`config.mk`:
```
export PLATFORM = sky130hd
export DESIGN_NAME = line_pixel_stepper_top
export DESIGN_NICKNAME = d
export VERILOG_FILES = /design/src/rtl/lps_pkg.sv /design/src/rtl/line_pixel_stepper_top.sv /design/src/rtl/lps_queue.sv /design/src/rtl/lps_front.sv /design/src/rtl/lps_back.sv
export SDC_FILE = /design/constraint.sdc
export NUM_CORES = 1
export LEC_CHECK = 0
export BUFFER_PORTS_ARGS = -buffer_cell sky130_fd_sc_hd__buf_2
export CAP_MARGIN = 0
export CORE_MARGIN = 3
export CORE_UTILIZATION = 48
export CTS_CLUSTER_DIAMETER = 80
export DETAILED_ROUTE_END_ITERATION = 7
export PLACE_DENSITY = 0.76
export SLEW_MARGIN = 15
export SYNTH_ARGS = -nofsm -noshare
export SYNTH_HDL_FRONTEND = slang
export SYNTH_SLANG_ARGS = --single-unit
```
`constraint.sdc`:
```
create_clock -name clk -period 19.55 [get_ports clk]
set_input_delay 1.955 -clock clk [delete_from_list [all_inputs] [get_ports clk]]
set_output_delay 1.955 -clock clk [all_outputs]
set_load 0.005 [all_outputs]
```
`src/rtl/lps_pkg.sv`:
```
`timescale 1ns / 1ps

package lps_pkg;

    localparam int COORD_BITS_DEFAULT = 13;
    localparam int SIZE_BITS          = 13;
    localparam int COLOR_BITS         = 32;
    localparam int ADDR_BITS          = 24;
    localparam int CFG_INDEX_BITS     = 2;
    localparam int CFG_DATA_BITS      = 32;
    localparam int QUEUE_DEPTH        = 4;

    localparam logic [SIZE_BITS-1:0]  CANVAS_WIDTH_RESET  = 13'd640;
    localparam logic [SIZE_BITS-1:0]  CANVAS_HEIGHT_RESET = 13'd480;
    localparam logic [COLOR_BITS-1:0] LINE_COLOR_RESET    = 32'hFF00FF00;

    typedef enum logic {
        CMD_START   = 1'b0,
        CMD_ADVANCE = 1'b1
    } cmd_t;

    typedef enum logic [CFG_INDEX_BITS-1:0] {
        REG_CANVAS_WIDTH  = 2'd0,
        REG_CANVAS_HEIGHT = 2'd1,
        REG_LINE_COLOR    = 2'd2
    } cfg_reg_t;

    // Handshake between the stepper and the pixel queue.
    typedef struct packed {
        logic push;
        logic full;
    } queue_wr_t;

endpackage

```
`src/rtl/line_pixel_stepper_top.sv`:
```
`timescale 1ns / 1ps
// Channel   Handshake          Accepted when         Carries
// command   push / full        push && !full         command, x_start, y_start, x_end, y_end
// pixel     empty / pop        pop && !empty         pixel_x/y, address, color, flags
// config    cfg_write          cfg_write             cfg_index, cfg_data
//
// One command is taken per cycle while the pixel queue is not full; the Bresenham
// step of the stepper, one add and compare per axis, sets that rate. A pixel
// enters the pixel queue at the edge that takes its command, then passes the row
// multiply and the address add, one register each, on its way to the result ports.
// Reset leaves the stepper idle with the configuration at its reset values.
// A stalled result side fills the four-beat pixel queue, after which full rises.

module line_pixel_stepper_top #(
    parameter int COORD_BITS = lps_pkg::COORD_BITS_DEFAULT
) (
    input  logic                                clk,
    input  logic                                rst_n,
    input  logic                                cfg_write,
    input  logic [lps_pkg::CFG_INDEX_BITS-1:0]  cfg_index,
    input  logic [lps_pkg::CFG_DATA_BITS-1:0]   cfg_data,
    input  logic                                push,
    output logic                                full,
    input  logic                                command,
    input  logic signed [COORD_BITS-1:0]        x_start,
    input  logic signed [COORD_BITS-1:0]        y_start,
    input  logic signed [COORD_BITS-1:0]        x_end,
    input  logic signed [COORD_BITS-1:0]        y_end,
    output logic                                empty,
    input  logic                                pop,
    output logic signed [COORD_BITS-1:0]        pixel_x,
    output logic signed [COORD_BITS-1:0]        pixel_y,
    output logic [lps_pkg::ADDR_BITS-1:0]       pixel_address,
    output logic [lps_pkg::COLOR_BITS-1:0]      pixel_color,
    output logic                                in_canvas,
    output logic                                last_pixel
);
    import lps_pkg::*;

    localparam int ITEM_W = 2 * COORD_BITS + 1;

    logic [SIZE_BITS-1:0]  canvas_width_reg;
    logic [SIZE_BITS-1:0]  canvas_height_reg;
    logic [COLOR_BITS-1:0] line_color_reg;

    queue_wr_t             q_wr;
    logic                  q_full;
    logic                  q_empty;
    logic                  q_pop;
    logic [ITEM_W-1:0]     q_wr_data;
    logic [ITEM_W-1:0]     q_rd_data;
    logic                  front_busy;

    always_ff @(posedge clk or negedge rst_n)
    begin
        if (!rst_n)
        begin
            canvas_width_reg  <= CANVAS_WIDTH_RESET;
            canvas_height_reg <= CANVAS_HEIGHT_RESET;
            line_color_reg    <= LINE_COLOR_RESET;
        end
        else if (cfg_write)
        begin
            if (cfg_index == REG_CANVAS_WIDTH)
            begin
                canvas_width_reg <= cfg_data[SIZE_BITS-1:0];
            end
            if (cfg_index == REG_CANVAS_HEIGHT)
            begin
                canvas_height_reg <= cfg_data[SIZE_BITS-1:0];
            end
            if (cfg_index == REG_LINE_COLOR)
            begin
                line_color_reg <= cfg_data[COLOR_BITS-1:0];
            end
        end
    end

    lps_front #(
        .COORD_BITS (COORD_BITS)
    ) u_front (
        .clk     (clk),
        .rst_n   (rst_n),
        .push    (push),
        .full    (full),
        .command (command),
        .x_start (x_start),
        .y_start (y_start),
        .x_end   (x_end),
        .y_end   (y_end),
        .q_wr    (q_wr),
        .q_full  (q_full),
        .q_data  (q_wr_data),
        .busy    (front_busy)
    );

    lps_queue #(
        .WIDTH (ITEM_W),
        .DEPTH (QUEUE_DEPTH)
    ) u_queue (
        .clk       (clk),
        .rst_n     (rst_n),
        .push      (q_wr.push),
        .push_data (q_wr_data),
        .full      (q_full),
        .pop       (q_pop),
        .pop_data  (q_rd_data),
        .empty     (q_empty)
    );

    lps_back #(
        .COORD_BITS (COORD_BITS)
    ) u_back (
        .clk           (clk),
        .rst_n         (rst_n),
        .q_empty       (q_empty),
        .q_data        (q_rd_data),
        .q_pop         (q_pop),
        .canvas_width  (canvas_width_reg),
        .canvas_height (canvas_height_reg),
        .empty         (empty),
        .pop           (pop),
        .pixel_x       (pixel_x),
        .pixel_y       (pixel_y),
        .pixel_address (pixel_address),
        .in_canvas     (in_canvas),
        .last_pixel    (last_pixel)
    );

    // The user must keep the colour static while a line is drawn; the block does not enforce it.
    assign pixel_color = line_color_reg;

    a_neg_not_inside: assert property (@(posedge clk) disable iff (!rst_n)
        (!empty && in_canvas) |-> (!pixel_x[COORD_BITS-1] && !pixel_y[COORD_BITS-1]))
        else $error("pixel with a negative coordinate flagged in canvas");

    a_addr_zero_outside: assert property (@(posedge clk) disable iff (!rst_n)
        (!empty && !in_canvas) |-> (pixel_address == '0))
        else $error("off-canvas pixel carries a non-zero address");

    a_single_point_idle: assert property (@(posedge clk) disable iff (!rst_n)
        (push && !full && command == CMD_START && x_start == x_end && y_start == y_end)
        |=> !front_busy)
        else $error("stepper busy after a single-point line");

    a_queue_flag: assert property (@(posedge clk) disable iff (!rst_n)
        q_wr.full == q_full)
        else $error("queue status mismatch between stepper and queue");

endmodule

```
`src/rtl/lps_queue.sv`:
```
`timescale 1ns / 1ps

module lps_queue #(
    parameter int WIDTH = 8,
    parameter int DEPTH = 4
) (
    input  logic             clk,
    input  logic             rst_n,
    input  logic             push,
    input  logic [WIDTH-1:0] push_data,
    output logic             full,
    input  logic             pop,
    output logic [WIDTH-1:0] pop_data,
    output logic             empty
);
    localparam int PTR_W = (DEPTH > 1) ? $clog2(DEPTH) : 1;
    localparam int CNT_W = $clog2(DEPTH + 1);

    logic [WIDTH-1:0] store_reg [DEPTH];
    logic [PTR_W-1:0] wr_ptr_reg, wr_ptr_next;
    logic [PTR_W-1:0] rd_ptr_reg, rd_ptr_next;
    logic [CNT_W-1:0] count_reg, count_next;
    logic             do_push;
    logic             do_pop;

    assign full     = (count_reg == CNT_W'(DEPTH));
    assign empty    = (count_reg == '0);
    assign do_push  = push && !full;
    assign do_pop   = pop && !empty;
    assign pop_data = store_reg[rd_ptr_reg];

    always_comb
    begin
        wr_ptr_next = wr_ptr_reg;
        rd_ptr_next = rd_ptr_reg;
        count_next  = count_reg;
        if (do_push)
        begin
            wr_ptr_next = (wr_ptr_reg == PTR_W'(DEPTH - 1)) ? '0 : wr_ptr_reg + 1'b1;
        end
        if (do_pop)
        begin
            rd_ptr_next = (rd_ptr_reg == PTR_W'(DEPTH - 1)) ? '0 : rd_ptr_reg + 1'b1;
        end
        if (do_push && !do_pop)
        begin
            count_next = count_reg + 1'b1;
        end
        else if (do_pop && !do_push)
        begin
            count_next = count_reg - 1'b1;
        end
    end

    always_ff @(posedge clk or negedge rst_n)
    begin
        if (!rst_n)
        begin
            wr_ptr_reg <= '0;
            rd_ptr_reg <= '0;
            count_reg  <= '0;
        end
        else
        begin
            wr_ptr_reg <= wr_ptr_next;
            rd_ptr_reg <= rd_ptr_next;
            count_reg  <= count_next;
        end
    end

    always_ff @(posedge clk)
    begin
        if (do_push)
        begin
            store_reg[wr_ptr_reg] <= push_data;
        end
    end

endmodule

```
`src/rtl/lps_front.sv`:
```
`timescale 1ns / 1ps

module lps_front #(
    parameter int COORD_BITS = lps_pkg::COORD_BITS_DEFAULT
) (
    input  logic                         clk,
    input  logic                         rst_n,
    input  logic                         push,
    output logic                         full,
    input  logic                         command,
    input  logic signed [COORD_BITS-1:0] x_start,
    input  logic signed [COORD_BITS-1:0] y_start,
    input  logic signed [COORD_BITS-1:0] x_end,
    input  logic signed [COORD_BITS-1:0] y_end,
    output lps_pkg::queue_wr_t           q_wr,
    input  logic                         q_full,
    output logic [2*COORD_BITS:0]        q_data,
    output logic                         busy
);
    import lps_pkg::*;

    localparam int DW  = COORD_BITS + 1;
    localparam int EW  = COORD_BITS + 2;
    localparam int E2W = COORD_BITS + 3;

    logic signed [COORD_BITS-1:0] cur_x_reg, cur_x_next;
    logic signed [COORD_BITS-1:0] cur_y_reg, cur_y_next;
    logic signed [COORD_BITS-1:0] goal_x_reg, goal_x_next;
    logic signed [COORD_BITS-1:0] goal_y_reg, goal_y_next;
    logic signed [DW-1:0]         delta_x_reg, delta_x_next;
    logic signed [DW-1:0]         delta_y_reg, delta_y_next;
    logic                         step_x_neg_reg, step_x_neg_next;
    logic                         step_y_neg_reg, step_y_neg_next;
    logic signed [EW-1:0]         error_reg, error_next;
    logic                         busy_reg, busy_next;

    logic                         accept;
    logic                         is_start;
    logic                         emit;
    logic signed [DW-1:0]         x0_w, y0_w, x1_w, y1_w;
    logic signed [DW-1:0]         dx_start, dy_start;
    logic signed [E2W-1:0]        e2;
    logic                         move_x, move_y;
    logic signed [COORD_BITS-1:0] adv_x, adv_y;
    logic signed [EW-1:0]         adv_error;
    logic                         last;

    assign full     = q_full;
    assign accept   = push && !q_full;
    assign is_start = (command == CMD_START);
    assign emit     = accept && (is_start || busy_reg);
    assign busy     = busy_reg;

    assign q_wr.push = emit;
    assign q_wr.full = q_full;

    assign x0_w = DW'(x_start);
    assign y0_w = DW'(y_start);
    assign x1_w = DW'(x_end);
    assign y1_w = DW'(y_end);
    assign dx_start = (x1_w > x0_w) ? (x1_w - x0_w) : (x0_w - x1_w);
    assign dy_start = (y1_w > y0_w) ? (y1_w - y0_w) : (y0_w - y1_w);

    // One Bresenham step: the doubled error decides which axes move.
    assign e2     = signed'({error_reg, 1'b0});
    assign move_x = e2 > -E2W'(delta_y_reg);
    assign move_y = e2 < E2W'(delta_x_reg);
    assign adv_x  = move_x ? (step_x_neg_reg ? cur_x_reg - 1'b1 : cur_x_reg + 1'b1)
                           : cur_x_reg;
    assign adv_y  = move_y ? (step_y_neg_reg ? cur_y_reg - 1'b1 : cur_y_reg + 1'b1)
                           : cur_y_reg;
    assign adv_error = error_reg - (move_x ? EW'(delta_y_reg) : EW'(0))
                                 + (move_y ? EW'(delta_x_reg) : EW'(0));

    always_comb
    begin
        cur_x_next      = cur_x_reg;
        cur_y_next      = cur_y_reg;
        goal_x_next     = goal_x_reg;
        goal_y_next     = goal_y_reg;
        delta_x_next    = delta_x_reg;
        delta_y_next    = delta_y_reg;
        step_x_neg_next = step_x_neg_reg;
        step_y_neg_next = step_y_neg_reg;
        error_next      = error_reg;
        busy_next       = busy_reg;
        if (accept && is_start)
        begin
            cur_x_next      = x_start;
            cur_y_next      = y_start;
            goal_x_next     = x_end;
            goal_y_next     = y_end;
            delta_x_next    = dx_start;
            delta_y_next    = dy_start;
            step_x_neg_next = !(x0_w < x1_w);
            step_y_neg_next = !(y0_w < y1_w);
            error_next      = EW'(dx_start) - EW'(dy_start);
        end
        else if (accept && busy_reg)
        begin
            cur_x_next = adv_x;
            cur_y_next = adv_y;
            error_next = adv_error;
        end
        last = (cur_x_next == goal_x_next) && (cur_y_next == goal_y_next);
        if (emit)
        begin
            busy_next = !last;
        end
    end

    assign q_data = {cur_x_next, cur_y_next, last};

    always_ff @(posedge clk or negedge rst_n)
    begin
        if (!rst_n)
        begin
            busy_reg <= 1'b0;
        end
        else
        begin
            busy_reg <= busy_next;
        end
    end

    always_ff @(posedge clk)
    begin
        cur_x_reg      <= cur_x_next;
        cur_y_reg      <= cur_y_next;
        goal_x_reg     <= goal_x_next;
        goal_y_reg     <= goal_y_next;
        delta_x_reg    <= delta_x_next;
        delta_y_reg    <= delta_y_next;
        step_x_neg_reg <= step_x_neg_next;
        step_y_neg_reg <= step_y_neg_next;
        error_reg      <= error_next;
    end

endmodule

```
`src/rtl/lps_back.sv`:
```
`timescale 1ns / 1ps

module lps_back #(
    parameter int COORD_BITS = lps_pkg::COORD_BITS_DEFAULT
) (
    input  logic                             clk,
    input  logic                             rst_n,
    input  logic                             q_empty,
    input  logic [2*COORD_BITS:0]            q_data,
    output logic                             q_pop,
    input  logic [lps_pkg::SIZE_BITS-1:0]    canvas_width,
    input  logic [lps_pkg::SIZE_BITS-1:0]    canvas_height,
    output logic                             empty,
    input  logic                             pop,
    output logic signed [COORD_BITS-1:0]     pixel_x,
    output logic signed [COORD_BITS-1:0]     pixel_y,
    output logic [lps_pkg::ADDR_BITS-1:0]    pixel_address,
    output logic                             in_canvas,
    output logic                             last_pixel
);
    import lps_pkg::*;

    localparam int CMP_W  = (COORD_BITS > SIZE_BITS) ? COORD_BITS : SIZE_BITS;
    localparam int PROD_W = COORD_BITS + SIZE_BITS;
    localparam int SUM_W  = (PROD_W > ADDR_BITS) ? PROD_W : ADDR_BITS;

    logic [COORD_BITS-1:0] qx, qy;
    logic                  qlast;
    logic                  q_inside;

    // Stage A: bounds check and row product.
    logic                  a_valid_reg;
    logic [COORD_BITS-1:0] a_x_reg, a_y_reg;
    logic                  a_last_reg, a_inside_reg;
    logic [PROD_W-1:0]     a_prod_reg;

    // Stage B: address sum, held on the result ports.
    logic                  b_valid_reg;
    logic [COORD_BITS-1:0] b_x_reg, b_y_reg;
    logic [ADDR_BITS-1:0]  b_addr_reg;
    logic                  b_last_reg, b_inside_reg;

    logic                  adv_a;
    logic                  adv_b;
    logic [SUM_W-1:0]      addr_sum;

    assign {qx, qy, qlast} = q_data;

    assign q_inside = !qx[COORD_BITS-1] && !qy[COORD_BITS-1]
                   && (CMP_W'(qx) < CMP_W'(canvas_width))
                   && (CMP_W'(qy) < CMP_W'(canvas_height));

    assign adv_b = !b_valid_reg || pop;
    assign adv_a = !a_valid_reg || adv_b;
    assign q_pop = adv_a && !q_empty;

    assign addr_sum = SUM_W'(a_prod_reg) + SUM_W'(a_x_reg);

    always_ff @(posedge clk or negedge rst_n)
    begin
        if (!rst_n)
        begin
            a_valid_reg <= 1'b0;
            b_valid_reg <= 1'b0;
        end
        else
        begin
            if (adv_a)
            begin
                a_valid_reg <= !q_empty;
            end
            if (adv_b)
            begin
                b_valid_reg <= a_valid_reg;
            end
        end
    end

    always_ff @(posedge clk)
    begin
        if (q_pop)
        begin
            a_x_reg      <= qx;
            a_y_reg      <= qy;
            a_last_reg   <= qlast;
            a_inside_reg <= q_inside;
            a_prod_reg   <= PROD_W'(qy) * PROD_W'(canvas_width);
        end
        if (adv_b && a_valid_reg)
        begin
            b_x_reg      <= a_x_reg;
            b_y_reg      <= a_y_reg;
            b_last_reg   <= a_last_reg;
            b_inside_reg <= a_inside_reg;
            b_addr_reg   <= a_inside_reg ? addr_sum[ADDR_BITS-1:0] : '0;
        end
    end

    assign empty         = !b_valid_reg;
    assign pixel_x       = signed'(b_x_reg);
    assign pixel_y       = signed'(b_y_reg);
    assign pixel_address = b_addr_reg;
    assign in_canvas     = b_inside_reg;
    assign last_pixel    = b_last_reg;

endmodule

```
==> impl_metrics.yaml, run 1 <==
layout:
  synthToLayoutAreaGrowth_pct: 11.3
  final_area_um2: 29900
  post_route_cells_drive_above_1_share_pct: 14.6
  fin_nets: 3169
  largest_reg_flops: 108
  instances_no_fill: 3476
global_route:
  grt_pass1_wl_um: 108000
  grt_overflow: 0
  grt_pass1_vias: 19860
  grt_max_degree: 92
  grt_usage_pct: 23.0
  antenna_found_initial: 2
cts:
  clk-insertion-delay-late_ns: 0.59
  cts_hold_buf: 0
  clock_sinks: 377
  post_cts_resized: 0
  cts_buffers: 43
  path_clk_slew_ns: 0.06
  cts_buffer_depth: 3
  cts_tree: "yes"
  cts_root_buffer: "clkbuf_16"
  cts.htree.levels: 2
  cts_setup_buffers: 0
floorplan:
  ios: 178
  die_area_um2: 58800
  start_util_pct: 48.6
  num_rows: 86
  fp.dieH_um: 242
  core_area_um2: 55200
  die_x_um: 242
timing:
  rsz0062_at_grt: "no"
  clock_skew_ns: 0.0249
  fmax_ghz: 0.131
  timing.final.ws_setup_ns: 11.94
  max_slew_margin_pct: 22.3
  tightestPinTransition_ns: 1.15
  layout_min_cycle_time_ns: 7.61
  hold_viol: 0
  period_share_pct: 38.9
  tns_ns: 0
  slew_viol_final: 0
  setup_violations: 0
route:
  vias: 19381
  wl_per_cell_um: 19.5
  antenna_left: 0
  drt_iter0_markers: 1444
  drc: 0
  routed_wl_um: 67600
  dr.pass1.iters: 6
  avgViaCountPerCell: 5.58
synth:
  ys_types: 91
  synth_edf_count: 257
  yosysSeqAreaShare_pct: 39.1
  syn_area_per_cell_um2: 10.6
  ys_warn_count: 0
  synth_area_um2: 26800
  synth_top_area_cell: "edfxtp_1"
  synth_seq_cells: 377
  async_flop_share_pct: 18.0
  ys_top_cells_by_area: "edfxtp_1, ha_1, fa_1, inv_1, dfrtp_1"
  synthesis.nets: 3012
  ys.flop_type: "edfxtp_1"
  synth_top_area_share_pct: 28.8
  syn_inst: 2535
place:
  dpl_worst_slack_ns: 11.82
  place_area_um2: 28500
  dp.cells: 3395
  gp_congestion: 0.944
  dp_hpwl_um: 51900
  port_buffers: 177
critical_path:
  slowest_delay_ns: 0.65
  cp_data_arrival_time_ns: 7.93
  critPathLaunchType: "flip-flop"
  critPathTopFamily: "compound AO/OA/AOI/OAI gates"
  path_max_fanout: 12
  path_class: "reg -> reg"
  crit_path_top_delay_cell: "nor4_1"
  ff2ff_setup_slack_ns: 11.94
  endpoint_kind: "flip-flop"
  cp_data_required_time_ns: 19.87
  worst-path-buf-inv: 1
worst_hold_path:
  hold_class: "reg -> reg"
flow_run:
  cap_violations: 0
run_status:
  status: "completed"
-- cell type report --
type	instances	area, µm²
tap	748	936
timing repair buffer	192	998
sequential	377	10500
inverter	356	1340
clock buffer	51	1120
multi-input combinational	1722	14700
clock inverter	29	288
fill	4669	25300
antenna	1	2.50
-- worst paths after layout --
path	start	endpoint	cells past startpoint
max	u_front.delta_y_reg[5]	u_front.error_reg[14]	26
min	u_back.a_y_reg[10]	u_back.pixel_y[10]	0
max reg2reg	u_front.delta_y_reg[5]	u_front.error_reg[14]	26
min reg2reg	u_back.a_y_reg[10]	u_back.pixel_y[10]	0
max in group asynchronous	rst_n	u_queue.rd_ptr_reg[0]	2
min in group asynchronous	rst_n	canvas_height_reg[1]	2
-- worst register-to-register path, delay by kind of cell, from the launching register on --
kind                     cells  cell delay (ns)
adder cells (fa/ha/maj)      3             1.13
XOR/XNOR                     2             0.42
buffers and inverters        1             0.04
AND/OR/NAND/NOR              9             2.61
flip-flops                   1             0.43
AO/OA/AOI/OAI               11             2.73
-- kinds of logic (layout without fill, tap and decap cells) --
logic type                 count (synthesis)  in the layout  synth area share [%]
adders and majority gates                385            385                  21.9
AOI/OAI and AO/OA                        447            447                  10.7
other                                      0              1                     0
xor gates and xnor gates                 134            134                  4.44
muxes                                    113            113                  5.75
and+or+nand+nor                          643            643                  11.8
DFF                                      377            377                  39.1
buffers and inverters                    436            628                  6.21
-- synthesized netlist by cell type, types with 40 or more instances --
master and n:
a21o_1 40, a21oi_1 103, and2_1 102, clkbuf_1 52
dfrtp_1 46, dfxtp_1 52, edfxtp_1 257, fa_1 143
ha_1 242, inv_1 356, mux2_2 56, nand2_1 218
nand3_1 42, nor2_1 109, nor3_1 41, o21ai_0 131
xnor2_1 78, xor2_1 55
-- per-layer routing --
layer	share of wire, %	up-vias	global-route usage, %
li1	-	9038	-
met5	0.050	-	0
met2	49	694	39.3
met3	6.3	154	3.56
met4	4.0	6	9.41
met1	41	9489	29.2
-- through the flow --
step                      util (%)  hold slack, ns
after floorplan                  -           0.400
final                         54.1           0.412
after CTS                     54.1           0.414
after global placement        51.6           0.408
after global routing          54.1           0.428
after detailed placement      51.6           0.405
-- cells in the final DEF (no fill, tap or decap), types with 15 or more instances in the layout --
cell type | synthesis | routed
inv_1 | 356 | 355
edfxtp_1 | 257 | 257
ha_1 | 242 | 242
nand2_1 | 218 | 218
buf_2 | 10 | 177
fa_1 | 143 | 143
o21ai_0 | 131 | 131
nor2_1 | 109 | 109
a21oi_1 | 103 | 102
and2_1 | 102 | 101
xnor2_1 | 78 | 78
mux2_2 | 56 | 56
xor2_1 | 55 | 55
dfxtp_1 | 52 | 52
dfrtp_1 | 46 | 45
clkbuf_16 | 0 | 43
nand3_1 | 42 | 42
nor3_1 | 41 | 41
a21o_1 | 40 | 40
nor2b_1 | 31 | 31
mux2i_1 | 29 | 29
mux4_2 | 27 | 27
dfstp_2 | 22 | 22
nand2b_1 | 21 | 21
a211oi_1 | 19 | 19
o21a_1 | 18 | 18
a31oi_1 | 17 | 17
o211ai_1 | 15 | 15
buf_4 | 0 | 15
Power of run 1 is not shown: default switching activity piles up to over one toggle a cycle in this logic, so the estimate is an artifact.
==> run 2, diff against run 1 <==
- ABC_AREA: not set -> 1
- clock period: 19.55 -> 7.59 ns (I/O delays scaled with it)
==> impl_metrics.yaml, run 2 <==
run_status:
  status: "completed"
critical_path:
  endpoint_kind: "flip-flop"
  cp_data_arrival_time_ns: 6.78
  r2r_start: "u_queue.rd_ptr_reg[0]"
  r2r_end: "u_back.a_prod_reg[21]"
  path_max_fanout: 37
  path_class: "reg -> reg"
  cp_data_required_time_ns: 7.92
  crit_top_cell: "nand2_1"
  reg2reg_depth: 32
  critPathLaunchType: "flip-flop"
  ff2ff_setup_slack_ns: 1.14
  crit_path_top_delay_cell: "fa_1"
  slowest_delay_ns: 0.48
layout:
  final_common_cell: "nand2_1"
  synthToLayoutAreaGrowth_pct: 11.4
  post_route_cells_drive_above_1_share_pct: 10.7
  num_antenna_cells: 0
  n_fill_cell: 4979
  final_cell_mix: "nand2_1, inv_1, edfxtp_1, ha_1, nor2_1"
  largest_reg_flops: 108
  fin_nets: 3739
timing:
  slew_viol_final: 0
  setup_violations: 0
  layout_min_cycle_time_ns: 6.45
  max_slew_margin_pct: 41.4
  clock_skew_ns: 0.0222
  period_share_pct: 84.9
  tightestPinTransition_ns: 0.880
  rsz0062_at_grt: "no"
  fmax_ghz: 0.155
  tns_ns: 0
  hold_viol: 0
route:
  drt_iter0_markers: 1768
  drc: 0
  wl_per_cell_um: 16.7
  antenna_left: 0
  dr.pass1.iters: 6
  routed_wl_um: 67500
  avgViaCountPerCell: 5.22
  vias: 21125
synth:
  synth_seq_cells: 377
  synth_most_common_cell: "nand2_1"
  synth_top_area_share_pct: 28.4
  ys.flop_type: "edfxtp_1"
  synthesis.nets: 3569
  yosys-top-cells-count: "nand2_1, inv_1, edfxtp_1"
  yosysSeqAreaShare_pct: 38.6
  syn_inst: 3092
  ys_warn_count: 0
  async_flop_share_pct: 18.0
  ys_types: 63
  syn_area_per_cell_um2: 8.78
  synth_edf_count: 257
  synth_area_um2: 27200
  ys_top_cells_by_area: "edfxtp_1, ha_1, fa_1, nand2_1, inv_1"
  synth_top_area_cell: "edfxtp_1"
place:
  port_buffers: 177
  dp_hpwl_um: 52600
  gp_congestion: 0.959
cts:
  cts_hold_buf: 0
  cts_setup_buffers: 0
  cts_buffers: 45
  cts_buffer_depth: 3
  cts.htree.levels: 2
  cts_tree: "yes"
  post_cts_resized: 0
  clk-insertion-delay-late_ns: 0.59
  clock_sinks: 377
  cts_root_buffer: "clkbuf_16"
  path_clk_slew_ns: 0.06
global_route:
  grt_pass1_vias: 20920
  grt_usage_pct: 23.0
  antenna_found_initial: 0
  grt_overflow: 0
  grt_max_degree: 76
  grt_pass1_wl_um: 110000
flow_run:
  cap_violations: 0
floorplan:
  start_util_pct: 48.9
  fp.dieH_um: 244
  die_x_um: 244
  ios: 178
  num_rows: 86
  core_area_um2: 55500
  die_area_um2: 59500
worst_hold_path:
  hold_class: "in -> async"
## run 2: cell count changes after synthesis, moves of 64 or more
cell / delta
nand3_1: +100
and2_1: -102
nand2_1: +430
nor2_1: +127
a21oi_1: +64
inv_1: +195
## run 2: logic make-up after synthesis
group,share of synthesized area [%]
AO/OA/AOI/OAI,9.42
multiplexers,1.10
adder cells (fa/ha/maj),21.7
buffers and inverters,9.11
flip-flops,38.6
XOR/XNOR,2.81
AND/OR/NAND/NOR,17.2
## run 2: worst max path at each step
stage,start,end,slack (ns),cells after the start
5_1_grt,u_queue.rd_ptr_reg[0],u_back.a_prod_reg[21],0.60,32
3_3_place_gp,u_queue.rd_ptr_reg[0],u_back.a_prod_reg[21],1.29,32
2_1_floorplan,u_queue.rd_ptr_reg[0],u_back.a_prod_reg[22],1.62,28
4_1_cts,u_queue.rd_ptr_reg[0],u_back.a_prod_reg[21],1.15,32
6_report,u_queue.rd_ptr_reg[0],u_back.a_prod_reg[21],1.14,32
3_5_place_dp,u_queue.rd_ptr_reg[0],u_back.a_prod_reg[21],1.11,32
## run 2: routing by layer
metal  up-vias  track usage, %  routed length [µm]
li1      10322               -                   -
met1      9896            30.4               28500
met2       744            38.6               31900
met3       163            3.25                4550
met4         0            8.72                2570
met5         -               0                   0
## run 2: worst max-delay path, delay by kind of cell, from the launching register on
| family | cells | cell delay (ns) |
|---|---|---|
| xor gates and xnor gates | 1 | 0.15 |
| and+or+nand+nor | 16 | 1.69 |
| buffers and inverters | 6 | 1.37 |
| adders and majority gates | 6 | 2.19 |
| DFF | 1 | 0.34 |
| AOI/OAI and AO/OA | 3 | 0.46 |
## run 2: layout make-up
cell class                      instances  area, µm²  area share, %
Multi-Input combinational cell       2076      14200           47.1
Sequential cell                       377      10500           34.7
Inverter                              575       2160           7.15
Clock buffer                           53       1170           3.86
Timing Repair Buffer                  187        963           3.19
Tap cell                              748        936           3.09
Clock inverter                         29        288          0.951
## run 2: metrics by stage
| step | hold WS, ns | utilization [%] | cell area [µm²] | setup slack [ns] | cells |
|---|---|---|---|---|---|
| finish | 0.283 | 54.5 | 30200 | 1.14 | 4045 |
| global route | 0.354 | 54.5 | 30200 | 0.598 | 4045 |
| floorplan | 0.400 | - | 27200 | 1.62 | 3092 |
| global placement | 0.403 | 51.9 | 28800 | 1.29 | 3963 |
| detailed placement | 0.405 | 51.9 | 28800 | 1.11 | 3963 |
| CTS | 0.299 | 54.5 | 30200 | 1.15 | 4045 |
Power of run 2 is left out for the same reason.
==> run 3, diff against run 2 <==
- PLACE_DENSITY: 0.76 -> 0.78
- clock period: 7.59 -> 5.6 ns (I/O delays scaled with it)
==> impl_metrics.yaml, run 3 (synthesis gave the netlist of run 2 again) <==
run_status:
  status: "completed"
timing:
  rsz0062_at_grt: "yes"
  clock_skew_ns: 0.0202
  tightestPinTransition_ns: 1.01
  fmax_ghz: 0.179
  period_share_pct: 99.5
  setup_violations: 0
  layout_min_cycle_time_ns: 5.57
  timing.final.ws_setup_ns: 0.0263
  max_slew_margin_pct: 32.7
  fin_hold_ws_ns: 0.119
  slew_viol_final: 0
  hold_viol: 0
cts:
  cts_root_buffer: "clkbuf_16"
  clock_sinks: 377
  path_clk_slew_ns: 0.06
  clk-insertion-delay-late_ns: 0.57
  cts_tree: "yes"
  cts_buffers: 42
  cts.htree.levels: 2
  cts_buffer_depth: 3
route:
  drt_iter0_markers: 1895
  drc: 0
  vias: 21960
  avgViaCountPerCell: 5.29
  routed_wl_um: 70800
  dr.pass1.iters: 8
  wl_per_cell_um: 17.0
  antenna_left: 0
global_route:
  use_met3_pct: 3.58
  grt_pass1_wl_um: 111000
  gr-usage-met1_pct: 30.0
  grt_overflow: 0
  grt_max_degree: 71
  busiest_layer: "met2"
  grt_pass1_vias: 21521
  grt_usage_pct: 23.3
  use_met2_pct: 39.6
  antenna_found_initial: 1
floorplan:
  ios: 178
  fp.dieH_um: 244
  num_rows: 86
  start_util_pct: 48.9
  die_x_um: 244
  core_area_um2: 55500
  die_area_um2: 59500
critical_path:
  r2r_start: "u_queue.rd_ptr_reg[0]"
  startpoint: "u_queue.rd_ptr_reg[0]"
  worstSetupEndpoint: "u_back.a_prod_reg[22]"
  ff2ff_setup_slack_ns: 0.03
  cp_data_arrival_time_ns: 5.88
  cp_data_required_time_ns: 5.90
  critPathLaunchType: "flip-flop"
  r2r_end: "u_back.a_prod_reg[22]"
  path_max_fanout: 6
  path_class: "reg -> reg"
  endpoint_kind: "flip-flop"
  reg2reg_depth: 27
place:
  gp_congestion: 0.982
  dpl_worst_slack_ns: 0.0130
  port_buffers: 177
  dp_hpwl_um: 54700
flow_run:
  cap_violations: 0
layout:
  utilization_pct: 56.9
  largest_reg_flops: 108
  final_cell_mix: "nand2_1, inv_1, edfxtp_1, ha_1, nor2_1"
  synthToLayoutAreaGrowth_pct: 16.4
  final_common_cell: "nand2_1"
  fin_nets: 3852
  post_route_cells_drive_above_1_share_pct: 16.6
  num_antenna_cells: 0
worst_hold_path:
  hold_class: "in -> async"
[run 3: cell types whose count changed in the layout (fill, tap and decap cells not counted), sizes merged]
cell / previous run / this run
inv: 566 / 569
buf: 187 / 301
clkinv: 34 / 17
bufinv: 4 / 9
clkinvlp: 0 / 4
[run 3: per-layer routing]
metal	wire [µm]	share of wire, %
met1	29400	42
met2	34100	48
met3	4550	6.4
met4	2790	3.9
met5	13	0.018
[run 3: timing repair]
item	4_1_cts	5_1_grt
pin swaps	0	44
gates resized for setup	2	117
endpoints found under the setup margin	1	14
gates cloned	0	3
buffers inserted	0	21
hold buffers	0	0
[run 3: metrics by stage]
stage          setup TNS [ns]  instances  cell area, µm²
3_5_place_dp                0       4055           29500
5_1_grt                 -1.54       4154           31600
3_3_place_gp                0       4055           29500
6_report                    0       4154           31600
2_1_floorplan               0       3092           27200
4_1_cts                     0       4130           31000
[run 3: worst min-delay path by stage]
stage,start,end,cells past startpoint
floorplan,rst_n,canvas_height_reg[0],0
CTS,rst_n,canvas_height_reg[4],1
global route,rst_n,canvas_height_reg[2],1
global placement,u_back.a_y_reg[9],u_back.pixel_y[9],0
detailed placement,u_back.a_y_reg[10],u_back.pixel_y[10],0
finish,rst_n,canvas_height_reg[4],1
[run 3: critical path, cell delays in order, from the launching register on]
cell and delay [ns]:
dfrtp_2 0.44, clkinv_4 0.09, buf_12 0.12, nand2_1 0.09
nand3_2 0.09, nand2_2 0.09, inv_4 0.10, nand2_2 0.06
fa_1 0.52, inv_1 0.05, fa_1 0.47, fa_1 0.51
inv_2 0.04, fa_1 0.52, inv_1 0.05, fa_1 0.51
ha_4 0.30, nand2_2 0.06, nor3_2 0.18, nand2_1 0.07
o211ai_1 0.12, a21o_1 0.18, a21oi_2 0.07, o21ai_2 0.15
nand3_1 0.10, nand2_2 0.11, a21oi_1 0.08, xor2_1 0.14
[run 3: layout make-up]
class | count | area, µm²
fill | 4790 | 23900
multi-input combinational | 2076 | 14600
sequential | 377 | 10500
inverter | 575 | 2190
timing repair buffer | 303 | 1920
clock buffer | 51 | 1120
tap | 748 | 936
clock inverter | 24 | 370
Power of run 3 is left out for the same reason.
